===== src/rtl/core/life_grid_generation_step_assert.svh =====
// ----------------------------------------------------------------------------
// Assertion macros for the life grid generation step block
// Each macro clocks on clk and is disabled while rst_n is low.
// ----------------------------------------------------------------------------
`ifndef LIFE_GRID_GENERATION_STEP_ASSERT_SVH
`define LIFE_GRID_GENERATION_STEP_ASSERT_SVH

// The consequent must hold in the same cycle as the antecedent.
`define LGS_ASSERT_IMP(lbl, ante, cons, msg) \
    lbl: assert property (@(posedge clk) disable iff (!rst_n) (ante) |-> (cons)) \
        else $error(msg);

// The consequent must hold in the cycle after the antecedent.
`define LGS_ASSERT_NEXT(lbl, ante, cons, msg) \
    lbl: assert property (@(posedge clk) disable iff (!rst_n) (ante) |=> (cons)) \
        else $error(msg);

`endif


===== src/rtl/core/lgs_pkg.sv =====
// ----------------------------------------------------------------------------
// lgs_pkg
// Types and fixed constants shared by the life grid generation step modules.
// ----------------------------------------------------------------------------
`timescale 1ns / 1ps
`default_nettype none

package lgs_pkg;

    localparam int OP_W  = 2;
    localparam int ROW_W = 6;
    localparam int COL_W = 6;
    localparam int CFG_W = 7;
    // One more bit than a size, so that a sweep can count to the size itself.
    localparam int SEQ_W = CFG_W + 1;
    localparam int CFG_INDEX_W = 2;

    localparam logic [CFG_W-1:0] CFG_SIZE_RESET = 7'd64;

    localparam logic [CFG_INDEX_W-1:0] REG_ROW_COUNT    = 2'd0;
    localparam logic [CFG_INDEX_W-1:0] REG_COLUMN_COUNT = 2'd1;

    // Birth needs exactly three live cells in the window; a live cell, which
    // counts itself, survives with three or four.
    localparam logic [3:0] BIRTH_COUNT   = 4'd3;
    localparam logic [3:0] SURVIVE_COUNT = 4'd4;

    typedef enum logic [OP_W-1:0] {
        OP_WRITE   = 2'd0,
        OP_READ    = 2'd1,
        OP_FILL    = 2'd2,
        OP_ADVANCE = 2'd3
    } lgs_op_t;

    typedef enum logic [3:0] {
        ST_CLEAR,
        ST_IDLE,
        ST_CELL_RD,
        ST_CELL_WR,
        ST_FILL,
        ST_FILL_LAST,
        ST_ADV_ISSUE,
        ST_ADV_ARRIVE,
        ST_ADV_TAIL,
        ST_ADV_WRITE,
        ST_FINAL_RD,
        ST_FINAL_DATA,
        ST_FINISH
    } lgs_state_t;

endpackage

`default_nettype wire


===== src/rtl/core/lgs_row_update.sv =====
// ----------------------------------------------------------------------------
// lgs_row_update
// Computes the next generation of one grid row from the old row and its two
// wrapped neighbor rows. Columns beyond the active width keep their value.
// ----------------------------------------------------------------------------
`timescale 1ns / 1ps
`default_nettype none

module lgs_row_update #(
    parameter int MAX_COLUMNS = 64
) (
    input  wire logic [MAX_COLUMNS-1:0]       above,
    input  wire logic [MAX_COLUMNS-1:0]       mid,
    input  wire logic [MAX_COLUMNS-1:0]       below,
    input  wire logic [MAX_COLUMNS-1:0]       col_active,
    input  wire logic [lgs_pkg::CFG_W-1:0]    cols_eff,
    output logic      [MAX_COLUMNS-1:0]       next_row
);

    localparam int ColAw = $clog2(MAX_COLUMNS);
    localparam int CfgW  = lgs_pkg::CFG_W;

    logic [ColAw-1:0] last_idx;
    logic             above_last;
    logic             mid_last;
    logic             below_last;

    assign last_idx   = ColAw'(cols_eff - CfgW'(1));
    assign above_last = above[last_idx];
    assign mid_last   = mid[last_idx];
    assign below_last = below[last_idx];

    for (genvar gc = 0; gc < MAX_COLUMNS; gc++) begin : g_col
        logic [2:0] left_bits;
        logic [2:0] right_bits;
        logic [3:0] live_count;
        logic       alive;

        if (gc == 0) begin : g_left_wrap
            assign left_bits = {above_last, mid_last, below_last};
        end else begin : g_left
            assign left_bits = {above[gc-1], mid[gc-1], below[gc-1]};
        end

        if (gc == MAX_COLUMNS - 1) begin : g_right_wrap
            assign right_bits = {above[0], mid[0], below[0]};
        end else begin : g_right
            // The last active column wraps around to column zero.
            assign right_bits = (32'(cols_eff) == gc + 1)
                ? {above[0], mid[0], below[0]}
                : {above[gc+1], mid[gc+1], below[gc+1]};
        end

        assign live_count = {3'b000, left_bits[2]} + {3'b000, left_bits[1]}
                          + {3'b000, left_bits[0]} + {3'b000, above[gc]}
                          + {3'b000, mid[gc]} + {3'b000, below[gc]}
                          + {3'b000, right_bits[2]} + {3'b000, right_bits[1]}
                          + {3'b000, right_bits[0]};

        assign alive = (live_count == lgs_pkg::BIRTH_COUNT)
                    || (mid[gc] && (live_count == lgs_pkg::SURVIVE_COUNT));

        assign next_row[gc] = col_active[gc] ? alive : mid[gc];
    end

endmodule

`default_nettype wire


===== config.mk =====
export PLATFORM = sky130hd
export DESIGN_NAME = lgs_row_update
export DESIGN_NICKNAME = d
export VERILOG_FILES = /design/src/rtl/core/life_grid_generation_step_assert.svh /design/src/rtl/core/lgs_pkg.sv /design/src/rtl/core/lgs_row_update.sv
export SDC_FILE = /design/constraint.sdc
export NUM_CORES = 1
export LEC_CHECK = 0
export BUFFER_PORTS_ARGS = -buffer_cell sky130_fd_sc_hd__buf_4
export CAP_MARGIN = 40
export CORE_ASPECT_RATIO = 1.1
export CORE_MARGIN = 2
export CORE_UTILIZATION = 40
export DETAILED_ROUTE_END_ITERATION = 10
export PLACE_DENSITY = 0.66
export SYNTH_ARGS = -nofsm -noshare
export SYNTH_HDL_FRONTEND = slang
export SYNTH_SLANG_ARGS = --single-unit

===== constraint.sdc =====
create_clock -name vclk -period 20.8
set_input_delay 4.16 -clock vclk [all_inputs]
set_output_delay 4.16 -clock vclk [all_outputs]
set_load 0.02 [all_outputs]

; ---- Yosys cells after proc, flatten, opt, wreduce, memory -nomap -nowiden
; Index checks and enable logic that the tools add are counted.
[word_totals]
out_inout_bits = 64
elab_cells = 966
in_bits = 263
regBits = 0
[op_classes]
n_reduce_logical = 128
addsub = 513
mux = 133
order_cmp = 1
n_eq_ne = 191
[op_table]
columns = cell, n
row1 = $add A4 B1 Y4, 320
row2 = $add A3 B1 Y4, 64
row3 = $eq A4 B2 Y1 const B, 64
row4 = $eq A4 B3 Y1 const B, 64
row5 = $eq A7 B6 Y1 const B, 32
row6 = $add A2 B1 Y3, 64
row7 = $mux W3, 63
row8 = $add A1 B1 Y2, 64
row9 = $eq A7 B5 Y1 const B, 16
row10 = $mux W1, 67
row11 = $logic_and A1 B1 Y1, 64
row12 = $logic_or A1 B1 Y1, 64
row13 = $eq A7 B4 Y1 const B, 8
row14 = $eq A7 B3 Y1 const B, 4
row15 = $bmux W1 S6, 3
row16 = $eq A7 B2 Y1 const B, 2
row17 = $eq A7 B1 Y1 const B, 1
row18 = $lt A6 B7 Y1 const B, 1
row19 = $sub A6 B1 Y6 const B, 1

; ---- Longest topological paths before layout
[logic_depth]
ltp_word = 15
depth_mapped = 26
ltp_nobuf = 21

; ---- Worst setup path before layout
; Ideal clock, no wire load.
[synth_timing]
path_kind = input to output
start = input cols_eff[0] in the netlist's numbering
end = output next_row[0]
path_stages = 22
arrival_ns = 9.247
n_path_buf = 4
path_slack_ns = 7.393
required_time_ns = 16.640
cell_sequence = buf_6 > buf_12 > buf_8 > inv_1 > ha_1 > buf_4 > mux4_1 > a221oi_1 > a22oi_1 > o221a_2 > fa_1 > inv_1 > fa_1 > inv_1 > fa_1 > inv_1 > fa_1 > fa_1 > xnor2_1 > nand4_1 > nand2_1 > a32o_1
[synth_via]
elab_chain_cells = 15
word_cells_on_any_way = 22
classes_between = add/sub: 9 / eq/ne: 3 / mux: 8 / reduce/logical: 2
[synth_lines]
columns = item, line_no
row1 = from (decl), lgs_row_update.sv:16  ; input wire logic [lgs_pkg::CFG_W-1:0] cols_eff,
row2 = $sub A6 B1 Y6, lgs_row_update.sv:28  ; assign last_idx = ColAw'(cols_eff - CfgW'(1));
row3 = "$bmux W1 S6, on equally long branches", "lgs_row_update.sv:29, lgs_row_update.sv:30"
row4 = "$mux W1, on equally long branches", "lgs_row_update.sv:29, lgs_row_update.sv:30"
row5 = $add A1 B1 Y2, lgs_row_update.sv:54  ; assign live_count = {3'b000, left_bits[2]} + {3'b000, left_bits[1]}
row6 = $add A2 B1 Y3, lgs_row_update.sv:55  ; + {3'b000, left_bits[0]} + {3'b000, above[gc]}
row7 = $add A3 B1 Y4, lgs_row_update.sv:55
row8 = $add A4 B1 Y4 (2 in a row), lgs_row_update.sv:56  ; + {3'b000, mid[gc]} + {3'b000, below[gc]}
row9 = $add A4 B1 Y4 (2 in a row), lgs_row_update.sv:57  ; + {3'b000, right_bits[2]} + {3'b000, right_bits[1]}
row10 = $add A4 B1 Y4 (*), lgs_row_update.sv:58  ; + {3'b000, right_bits[0]};
row11 = $eq A4 B3 Y1, lgs_row_update.sv:61  ; || (mid[gc] && (live_count == lgs_pkg::SURVIVE_COUNT));
row12 = $logic_and A1 B1 Y1, lgs_row_update.sv:61
row13 = $logic_or A1 B1 Y1 (*), lgs_row_update.sv:61
row14 = $mux W1 (*), lgs_row_update.sv:63  ; assign next_row[gc] = col_active[gc] ? alive : mid[gc];
row15 = to (decl), lgs_row_update.sv:17  ; output logic [MAX_COLUMNS-1:0] next_row
; Mark *: on every way between the ends. The rest lies on a longest branch, timed or not. The select of a mux whose other input is x is not followed.

; ---- Worst setup path after layout
; Ends and elaborated chain as after synthesis.

==> impl_results.md <==
- Final Wtd Congestion: 0.843
- Net Count, Synth: 2468
- Buf+Inv Stages, Crit Path: 8
- Final setup fails: 0
- Port bufs: 327
- Share of Yosys cell area claimed by the top area cell type: 38.4%
- Placed Instance Area: 0.0196 mm2
- DR iter-0 viols: 621
- P_leak: 9.26 nW
- Post-layout min period: 14.65 ns
- Initial Util: 40.5%
- Critical path endpoint category: output port
- Synth top area cells: fa_1 38%, ha_1 9.9%, inv_1 8.8%, mux2i_1 6.7%, mux2_2 4.3%
- Placement row count: 78
- Worst rel slew slack: 50.8%
- Overall routing resource usage: 23.8%
- Fraction of layout cells with a size suffix above 1: 21.2%
- Total global routing overflow: 0
- FFs & Latches: 0
- Wire length after detailed routing: 50.9 mm
- Final Hold Viols: 0
- CTS Hold Buffers Added: 0
- Vias in the first global route: 15448
- Status: completed
- Final period util: 70.4%
- Die Ht: 218 um
- Switching share of power: 56.8%
- Worst path max stage delay: 0.63 ns
- Final ANT Viol Nets: 0
- Clkbuf count: 0
- Area leader, netlist: fa_1
- Switching Power: 0.000545 W
- Io pins: 327
- Critical Path Slowest Stage Cell: mux4_1
- Multi-input logic area: 0.0149 mm2
- Fill cell count: 3969
- Largest net degree at the start of global routing: 52
- TritonRoute pass-1 iters: 5
- Via density: 5.44
- Worst endpoint required time: 16.64 ns
- Crit path cell chain: buf_4 > inv_1 > ha_2 > buf_4 > mux4_1 > inv_1 > o22ai_1 > a221oi_1 > a22oi_1 > o221a_2 > fa_1 > inv_1 > fa_1 > inv_1 > fa_1 > inv_1 > fa_1 > fa_1 > xnor2_1 > nor3_1 > a32o_1 > buf_4
- First-pass GRT wire length: 80.4 mm
- DRC viols: 0
- Worst hold path class: in2out
- Power share of the clock group: 0%
- FMAX: 68.3 MHz
- Sequential fraction of the synthesis area: 0%
- Crit-path max FO: 33
- Critical Path AT: 10.49 ns
- Seq pwr share: 0%
- Die W: 199 um
- Mapped Area: 0.0167 mm2
- CP startpoint kind: input pin
- Yosys warnings: 0
- Wire length per cell: 19.6 um
- Reg area: 0 um2
- Core footprint: 0.0412 mm2
- RSZ-0062 raised after global routing: false
- Syn-to-layout area delta: 17.8%
- Crit Path Class: in2out
- DR vias: 14176
- Distinct cell type count of the synthesized netlist: 52
- Dpl ws: 6.13 ns
- Max_cap viols: 0
- Post-CTS Resized: 0
- Worst vdd ir: 25.0 uV
- Final Instance Area: 0.0196 mm2
- Layout Nets: 2760
- Leading cell types in the layout, fill and taps excluded: 391 x inv_1, 334 x buf_4, 320 x fa_1
- Worst Tran Pin Value: 0.738 ns
- PD cells: 48.9 mW/mm2
- Initial antenna violation count: 3
- Post-Syn Instances: 1753
- Commonest non-fill, non-tap cell in the layout: inv_1
- Dpl hpwl: 43.9 mm
- Die ar.: 0.0433 mm2
- Setup repair bufs after CTS: 0
- Int Pwr: 0.000415 W
- Fin Setup TNS: 0 ns
- Max-slew violations: 0
- Post-Syn Area per Cell: 9.50 um2
- Combinational share of power: 100.0%
- Critical path's top delay family: adder cells
- Final WS setup: 6.15 ns
-- synthesized netlist by cell type (2+ instances only) --
cell type,number
nor2_1,63
nor2_2,5
nand3_1,19
clkinv_1,2
a21oi_1,83
nand3b_1,11
mux4_2,21
a221oi_2,2
nand2_1,93
o2bb2ai_1,3
inv_1,391
nor2b_1,72
clkbuf_1,21
a221oi_1,4
nand4_1,55
buf_12,3
nor3_1,4
ha_1,132
buf_4,5
mux4_1,27
buf_2,11
o22ai_1,4
buf_6,2
o21ai_0,65
o41ai_1,63
mux2_2,64
xnor2_1,12
a22oi_1,8
fa_1,320
xor2_1,55
mux2i_1,112
-- final timing paths --
check	from	endpoint	slack, ns	depth (start not counted)
worst max-delay path	cols_eff[0]	next_row[0]	6.15	22
worst min-delay path	col_active[13]	next_row[13]	8.69	4
-- stage by stage --
| step | power (W) | utilization (%) | hold WS [ns] | instances |
|---|---|---|---|---|
| CTS | 0.000971 | 47.6 | 8.69 | 2603 |
| floorplan | 0.000669 | - | 8.49 | 1753 |
| global placement | 0.000908 | 47.6 | 8.68 | 2602 |
| detailed placement | 0.000964 | 47.6 | 8.69 | 2603 |
| global route | 0.00110 | 47.6 | 8.70 | 2603 |
| finish | 0.000960 | 47.7 | 8.69 | 2604 |
-- area by class of cell --
type                       count  area share (%)
antenna                        1          0.0128
tap                          560            3.57
timing repair buffer         335            12.9
inverter                     394            7.54
multi-input combinational   1314            76.0
-- power groups by stage --
stage | Sequential [W] | Clock [W] | Combinational (W)
global route | 0 | 0 | 0.00110
CTS | 0 | 0 | 0.000971
detailed placement | 0 | 0 | 0.000964
finish | 0 | 0.00000000000644 | 0.000960
floorplan | 0 | 0 | 0.000669
global placement | 0 | 0 | 0.000908
-- logic make-up (layout without fill, tap and decap cells) --
group	after synthesis	in the layout	share of synthesized area, %
adders and majority gates	452	452	48.4
buffers and inverters	439	729	10.5
and+or+nand+nor	331	331	10.1
AOI/OAI and AO/OA	240	240	9.30
muxes	224	224	18.1
xor gates and xnor gates	67	67	3.52
other	0	1	0
-- metal layers --
| layer | track usage [%] | vias to the layer above | share of wire (%) |
|---|---|---|---|
| met3 | 2.20 | 97 | 5.5 |
| met2 | 43.5 | 452 | 52 |
| met4 | 5.67 | 4 | 2.6 |
| met5 | 0 | - | 0.053 |
| met1 | 30.0 | 7156 | 40 |
| li1 | - | 6467 | - |
No activity file was read; power rests on OpenSTA's default activity.
